### src/rtl/iiat_pkg.sv
// Shared types, constants and helpers of the integral image adaptive threshold unit.
// Used by the controller, the datapath, the top level and the checker; no dependencies.
`default_nettype none

package iiat_pkg;

   localparam int PIX_W      = 8;
   localparam int COORD_W    = 9;
   localparam int CFG_W      = 10;
   localparam int CSR_IDX_W  = 2;
   localparam int SUM_W      = 27;
   localparam int ROW_SUM_W  = 17;
   localparam int DIV_CNT_W  = $clog2(SUM_W);

   localparam logic [CFG_W-1:0] DIM_RESET    = 10'd512;
   localparam logic [PIX_W-1:0] WINDOW_RESET = 8'd21;

   localparam logic [CSR_IDX_W-1:0] REG_IMAGE_WIDTH  = 2'd0;
   localparam logic [CSR_IDX_W-1:0] REG_IMAGE_HEIGHT = 2'd1;
   localparam logic [CSR_IDX_W-1:0] REG_WINDOW_SIZE  = 2'd2;

   // grey = floor(s/3) for s <= 765 via reciprocal 683/2048
   localparam int GREY_SUM_W  = 10;
   localparam int GREY_PROD_W = 20;
   localparam int DIV3_RECIP  = 683;
   localparam int DIV3_SHIFT  = 11;

   typedef enum logic [1:0] {
      RSP_LOAD_OK      = 2'd0,
      RSP_QUERY_OK     = 2'd1,
      RSP_NOT_LOADED   = 2'd2,
      RSP_OUT_OF_RANGE = 2'd3
   } rsp_code_type;

   typedef enum logic [1:0] {
      MUL_ROW_Q,
      MUL_ROW_LO,
      MUL_ROW_HI,
      MUL_AREA
   } mul_sel_type;

   typedef enum logic [2:0] {
      SRD_ABOVE,
      SRD_HI_X2,
      SRD_LO_X2,
      SRD_HI_X1,
      SRD_LO_X1
   } sum_rd_sel_type;

   typedef enum logic [1:0] {
      ACC_HOLD,
      ACC_LOAD,
      ACC_SUB
   } acc_op_type;

   typedef struct packed {
      logic           accept;
      logic           csr_write;
      logic           ld_prep;
      logic           ld_write;
      logic           corner_load;
      logic           mul_en;
      mul_sel_type    mul_sel;
      logic           sum_rd_en;
      sum_rd_sel_type sum_rd_sel;
      logic           grey_rd_en;
      acc_op_type     acc_op;
      logic           div_init;
      logic           div_step;
      logic           resp_load;
      rsp_code_type   resp_code;
   } iiat_cmd_type;

   typedef struct packed {
      logic action;
      logic frame_ready;
      logic range_bad;
      logic div_last;
   } iiat_status_type;

   function automatic logic [PIX_W-1:0] grey_of(input logic [PIX_W-1:0] r,
                                                input logic [PIX_W-1:0] g,
                                                input logic [PIX_W-1:0] b);
      logic [GREY_SUM_W-1:0]  s;
      logic [GREY_PROD_W-1:0] p;
      s = GREY_SUM_W'(r) + GREY_SUM_W'(g) + GREY_SUM_W'(b);
      p = GREY_PROD_W'(s) * GREY_PROD_W'(DIV3_RECIP);
      return p[DIV3_SHIFT +: PIX_W];
   endfunction

endpackage

`default_nettype wire

### src/rtl/iiat_ctrl.sv
// Controller: sequences loads, queries and configuration writes for the datapath.
// Uses iiat_pkg for the command and status structs.
`default_nettype none

module iiat_ctrl (
   input  wire logic                      clock,
   input  wire logic                      reset,
   input  wire logic                      start,
   output logic                           busy,
   input  wire logic                      csr_valid,
   output logic                           csr_ready,
   output logic                           rsp_valid,
   output iiat_pkg::iiat_cmd_type         cmd,
   input  wire iiat_pkg::iiat_status_type status
);

   import iiat_pkg::*;

   typedef enum logic [3:0] {
      ST_IDLE,
      ST_DECODE,
      ST_LD_PREP,
      ST_LD_READ,
      ST_LD_WRITE,
      ST_Q_MUL_Q,
      ST_Q_MUL_LO,
      ST_Q_MUL_HI,
      ST_Q_RD_A,
      ST_Q_RD_B,
      ST_Q_RD_C,
      ST_Q_RD_D,
      ST_Q_AREA,
      ST_Q_DIV,
      ST_Q_DONE
   } ctrl_state_type;

   ctrl_state_type state_ff, state_in;
   logic           rsp_valid_ff, rsp_valid_in;

   assign busy      = (state_ff != ST_IDLE);
   assign csr_ready = (state_ff == ST_IDLE) && !start;
   assign rsp_valid = rsp_valid_ff;

   always_comb begin
      state_in     = state_ff;
      rsp_valid_in = 1'b0;
      cmd          = '0;
      case (state_ff)
         ST_IDLE: begin
            cmd.csr_write = csr_valid && !start;
            if (start) begin
               cmd.accept = 1'b1;
               state_in   = ST_DECODE;
            end
         end
         ST_DECODE: begin
            if (!status.action) begin
               state_in = ST_LD_PREP;
            end else if (!status.frame_ready) begin
               cmd.resp_load = 1'b1;
               cmd.resp_code = RSP_NOT_LOADED;
               rsp_valid_in  = 1'b1;
               state_in      = ST_IDLE;
            end else if (status.range_bad) begin
               cmd.resp_load = 1'b1;
               cmd.resp_code = RSP_OUT_OF_RANGE;
               rsp_valid_in  = 1'b1;
               state_in      = ST_IDLE;
            end else begin
               cmd.corner_load = 1'b1;
               state_in        = ST_Q_MUL_Q;
            end
         end
         ST_LD_PREP: begin
            cmd.ld_prep = 1'b1;
            state_in    = ST_LD_READ;
         end
         ST_LD_READ: begin
            cmd.sum_rd_en  = 1'b1;
            cmd.sum_rd_sel = SRD_ABOVE;
            state_in       = ST_LD_WRITE;
         end
         ST_LD_WRITE: begin
            cmd.ld_write  = 1'b1;
            cmd.resp_load = 1'b1;
            cmd.resp_code = RSP_LOAD_OK;
            rsp_valid_in  = 1'b1;
            state_in      = ST_IDLE;
         end
         ST_Q_MUL_Q: begin
            cmd.mul_en  = 1'b1;
            cmd.mul_sel = MUL_ROW_Q;
            state_in    = ST_Q_MUL_LO;
         end
         ST_Q_MUL_LO: begin
            cmd.mul_en  = 1'b1;
            cmd.mul_sel = MUL_ROW_LO;
            state_in    = ST_Q_MUL_HI;
         end
         ST_Q_MUL_HI: begin
            cmd.mul_en  = 1'b1;
            cmd.mul_sel = MUL_ROW_HI;
            state_in    = ST_Q_RD_A;
         end
         ST_Q_RD_A: begin
            cmd.sum_rd_en  = 1'b1;
            cmd.sum_rd_sel = SRD_HI_X2;
            cmd.grey_rd_en = 1'b1;
            state_in       = ST_Q_RD_B;
         end
         // each table read's data lands in the next cycle and folds into the corner sum
         ST_Q_RD_B: begin
            cmd.sum_rd_en  = 1'b1;
            cmd.sum_rd_sel = SRD_LO_X2;
            cmd.acc_op     = ACC_LOAD;
            state_in       = ST_Q_RD_C;
         end
         ST_Q_RD_C: begin
            cmd.sum_rd_en  = 1'b1;
            cmd.sum_rd_sel = SRD_HI_X1;
            cmd.acc_op     = ACC_SUB;
            state_in       = ST_Q_RD_D;
         end
         ST_Q_RD_D: begin
            cmd.sum_rd_en  = 1'b1;
            cmd.sum_rd_sel = SRD_LO_X1;
            cmd.acc_op     = ACC_SUB;
            state_in       = ST_Q_AREA;
         end
         ST_Q_AREA: begin
            cmd.mul_en   = 1'b1;
            cmd.mul_sel  = MUL_AREA;
            cmd.div_init = 1'b1;
            state_in     = ST_Q_DIV;
         end
         ST_Q_DIV: begin
            cmd.div_step = 1'b1;
            if (status.div_last) begin
               state_in = ST_Q_DONE;
            end
         end
         ST_Q_DONE: begin
            cmd.resp_load = 1'b1;
            cmd.resp_code = RSP_QUERY_OK;
            rsp_valid_in  = 1'b1;
            state_in      = ST_IDLE;
         end
         default: begin
            state_in = ST_IDLE;
         end
      endcase
   end

   always_ff @(posedge clock) begin
      if (reset) begin
         state_ff     <= ST_IDLE;
         rsp_valid_ff <= 1'b0;
      end else begin
         state_ff     <= state_in;
         rsp_valid_ff <= rsp_valid_in;
      end
   end

endmodule

`default_nettype wire

### config.mk
export PLATFORM = sky130hd
export DESIGN_NAME = iiat_ctrl
export DESIGN_NICKNAME = d
export VERILOG_FILES = /design/src/rtl/iiat_pkg.sv /design/src/rtl/iiat_ctrl.sv
export SDC_FILE = /design/constraint.sdc
export NUM_CORES = 1
export LEC_CHECK = 0
export BUFFER_PORTS_ARGS = -buffer_cell sky130_fd_sc_hd__buf_2
export CAP_MARGIN = 40
export CORE_AREA = 5 5 42 44
export DETAILED_ROUTE_END_ITERATION = 12
export DIE_AREA = 0 0 47 49
export GPL_ROUTABILITY_DRIVEN = 0
export PLACE_DENSITY = 0.73
export SLEW_MARGIN = 20
export SYNTH_ARGS = -nofsm -noshare
export SYNTH_HDL_FRONTEND = slang
export SYNTH_SLANG_ARGS = --single-unit
### constraint.sdc
create_clock -name clock -period 2.2 [get_ports clock]
set_input_delay 0.22 -clock clock [delete_from_list [all_inputs] [get_ports clock]]
set_output_delay 0.22 -clock clock [all_outputs]
set_load 0.01 [all_outputs]
---- Word level (Yosys, flattened, before mapping) ----
Index checks and enable logic that the tools add are counted.
storage, ports and cells
  output and inout port bits .............. 23
  flip-flop bits (word level) ............. 5
  logic and storage cells ................. 54
  input bits .............................. 8
operators by class
  mux-type cells .......................... 28
  reductions and logical operators ........ 8
  eq/ne operators ......................... 16
operators with widths
  cell                  count
  $pmux W4 S13          1
  $eq A4 B4 Y1 const B  7
  $pmux W4 S5           1
  $eq A4 B3 Y1 const B  4
  $mux W4               4
  $mux W1               13
  $mux W3               4
  $pmux W3 S4           1
  $pmux W3 S3           1
  $eq A4 B2 Y1 const B  2
  $eq A4 B1 Y1 const B  1
  $logic_not A4 Y1      1
  $ne A2 B2 Y1 const B  2
  $pmux W2 S2           1
  $reduce_bool A4 Y1    1
  $reduce_or A2 Y1      2
  $logic_and A1 B1 Y1   2
  $mux W2               1
  $pmux W1 S2           1
  $reduce_and A2 Y1     1
  $logic_not A1 Y1      1

---- Longest topological paths before layout ----
  depth after elaboration ................. 4
  mapped depth ............................ 5
  depth with buffers taken out ............ 4

---- Worst setup path before layout ----
OpenSTA, ideal clock, no wires.
  path kind ............................... flip-flop to output port
  from .................................... register state_ff[1]
  to ...................................... output port cmd[18] in the netlist's numbering
  stages on the path, launching flop included .. 6
  arrival time ............................ 1.212 ns
  required time ........................... 1.980 ns
  buffers on the path ..................... 1
  slack ................................... 0.768 ns
  cell sequence ........................... dfxtp_1 -> buf_2 -> nor2_1 -> nand2_1 -> nor2_1 -> and2_1
RTL lines
  item                    line              text
  start, declared         iiat_ctrl.sv:37   ctrl_state_type state_ff, state_in;
  start signal, assigned  iiat_ctrl.sv:159  state_ff <= state_in;
  end, declared           iiat_ctrl.sv:13   output iiat_pkg::iiat_cmd_type cmd,

==> results.yml <==
cts:
  numCtsBuffers: 3
  clk_latency_ps: 240
  ctsResizeCount: 0
  cts_hold_buf: 0
  clockBufferDepth: 2
  cts_tree: "done"
  post_cts_buffers: 0
  cts.sinks: 5
  clkTransAtPathRegs_ps: 50
  htreeDepth: 1
  clockRootBuffer: "clkbuf_4"
setup_path:
  start_kind: "flip-flop"
  crit_fanout: 17
  rrSetupSlack_ps: 700
  r2r_end: "state_ff[2]"
  arrival_ps: 1630
  ff2ff_path_depth: 4
  critical_path_class: "flip-flop to output pin"
  reg2reg_from: "state_ff[3]"
  end_kind: "output pin"
  crit_required_ps: 1980
placed_design:
  hpwl_um: 1030
  pre_cts_slack_ps: 619
  numPortBuffers: 30
yosys:
  syn_area_sq_um: 488
  syn_area_per_cell_sq_um: 6.42
  ys_types: 27
  seq_area_frac_synth_pct: 20.5
  ys_ff_latch: 5
  syn_nets: 84
  yosys_warnings: 0
  postSynthCellCount: 76
floorplan:
  die_x_um: 47
  row_count: 14
  core_area_sq_um: 1400
  chipHeight_um: 49
  initial_utilization_pct: 34.8
  io_pins: 31
  die_area_sq_um: 2300
global_route:
  grt_usage_pct: 11.9
  antenna_found_initial: 0
  overflow: 0
  grt_pass1_vias: 491
  grt_pass1_wl_um: 2080
  grt_max_degree: 18
sta:
  worst_pin_slew_ps: 586
  fin_crit_sh_pct: 84.3
  setup_tns_ps: 0
  hold_viol: 0
  rsz0062_at_grt: "false"
  slew_headroom_pct: 60.9
  setup_viol: 0
  setup_slack_ps: 345
  final-max-slew-violation-count: 0
  fmax_mhz: 539
  min_period_ps: 1850
  skew_ps: 5.06
pwr:
  powerDensity_nw_per_um2: 463
  total_leakage_power_nw: 0.323
  vdd_drop_max_mv: 0.222
min_path:
  min-delay-start: "reset"
  holdCritPathClass: "primary input to flip-flop"
  min_to: "rsp_valid"
  holdPathStages: 2
detailed_routing:
  first_pass_iters: 4
  drt_wl_total_um: 1400
  drcViolationCount: 0
  ant_nets: 0
  wl_per_cell_um: 11.9
  num_vias: 616
  drt_iter0_drc: 14
  drt-vias-per-instance: 5.22
finish:
  fin_nets: 111
  area_delta_synth_final_pct: 31.8
  final_layout_size_suffix_gt1_share_pct: 33.3
  diodes: 0
  nFillCells: 161
outcome:
  status: "completed"
run:
  cap_violations: 0
## worst max-delay path, stage by stage (launching register included)
cell and delay, ps:
dfxtp_1 680, nor2_1 210, nand2_1 110, o21ai_0 80, and2_1 180, buf_2 130
## cells by family (layout without fill, tap and decap cells)
group           after synthesis  in the layout  synth area share, %
simple gates                 45             45                 44.9
compound gates               14             14                 20.0
flops                         5              5                 20.5
xor+xnor                      3              3                 5.39
buf+inv                       9             35                 9.23
## cell usage in the layout, fill, tap and decap left out, types with 2 or more instances in the layout
cell / synthesis / layout
a21oi_1: 5 / 5
nor3_1: 3 / 3
nand2_1: 8 / 8
clkbuf_4: 0 / 3
and2_1: 3 / 3
buf_2: 6 / 30
o21ai_0: 2 / 2
dfxtp_1: 5 / 5
xnor2_1: 2 / 2
nand2b_1: 5 / 5
nor2_1: 17 / 17
nor2b_1: 4 / 4
## power by group
part           total (W)  internal, W  leakage, nW  switching, W
sequential      0.000112    0.0000955       0.0407     0.0000162
clock           0.000108    0.0000687       0.0150     0.0000394
combinational  0.0000784    0.0000363        0.268     0.0000420
## how the worst max path moves through the flow
stage | slack (ps) | endpoint | depth (start not counted) | from
detailed placement | 620 | cmd[13] | 5 | state_ff[1]
finish | 350 | cmd[13] | 5 | state_ff[1]
CTS | 350 | cmd[13] | 5 | state_ff[1]
global route | 210 | cmd[2] | 4 | state_ff[0]
floorplan | 770 | cmd[18] | 5 | state_ff[1]
global placement | 620 | cmd[2] | 4 | state_ff[0]
## per-stage QoR
step	utilization, %	std cells	hold slack (ps)	instance area, sq um	power, W
2_1_floorplan	-	76	292	488	0.000164
3_3_place_gp	44.0	114	459	617	0.000189
3_5_place_dp	44.0	114	461	617	0.000190
4_1_cts	45.9	118	199	643	0.000302
5_1_grt	45.9	118	208	643	0.000322
6_report	45.9	118	210	643	0.000298
## per-layer routing
metal	global-route usage, %	up-vias	share of wire, %
met3	5.90	0	9.1
met5	0	-	0
li1	-	311	-
met2	17.9	24	47
met4	2.76	0	0
met1	14.9	281	44
## sequential cells by signal, summed over array words and instances (netlist names)
name and flops:
state_ff 4, rsp_valid 1
## synthesized netlist by cell type (all sizes together)
library cell | n | area (sq um)
nor2 | 17 | 63.8
nand2 | 8 | 30.0
buf | 7 | 37.5
a21oi | 5 | 25.0
dfxtp | 5 | 100
nand2b | 5 | 31.3
nor2b | 4 | 25.0
and2 | 3 | 18.8
nor3 | 3 | 15.0
o21ai | 2 | 10.0
xnor2 | 2 | 17.5
a211oi | 1 | 7.51
a311oi | 1 | 8.76
a31oi | 1 | 6.26
and3 | 1 | 6.26
and4 | 1 | 8.76
clkbuf | 1 | 3.75
inv | 1 | 3.75
nand3 | 1 | 5.00
nor4 | 1 | 6.26
nor4b | 1 | 8.76
o221ai | 1 | 8.76
o22ai | 1 | 6.26
o31a | 1 | 8.76
o32ai | 1 | 16.3
xor2 | 1 | 8.76
## area by class of cell
cell class | instances | area, sq um | area share, %
Multi-Input combinational cell | 62 | 343 | 53.3
Timing Repair Buffer | 30 | 150 | 23.3
Sequential cell | 5 | 100 | 15.6
Clock buffer | 4 | 26.3 | 4.09
Tap cell | 16 | 20.0 | 3.11
Inverter | 1 | 3.75 | 0.584
No activity file was read; power rests on OpenSTA's default activity.
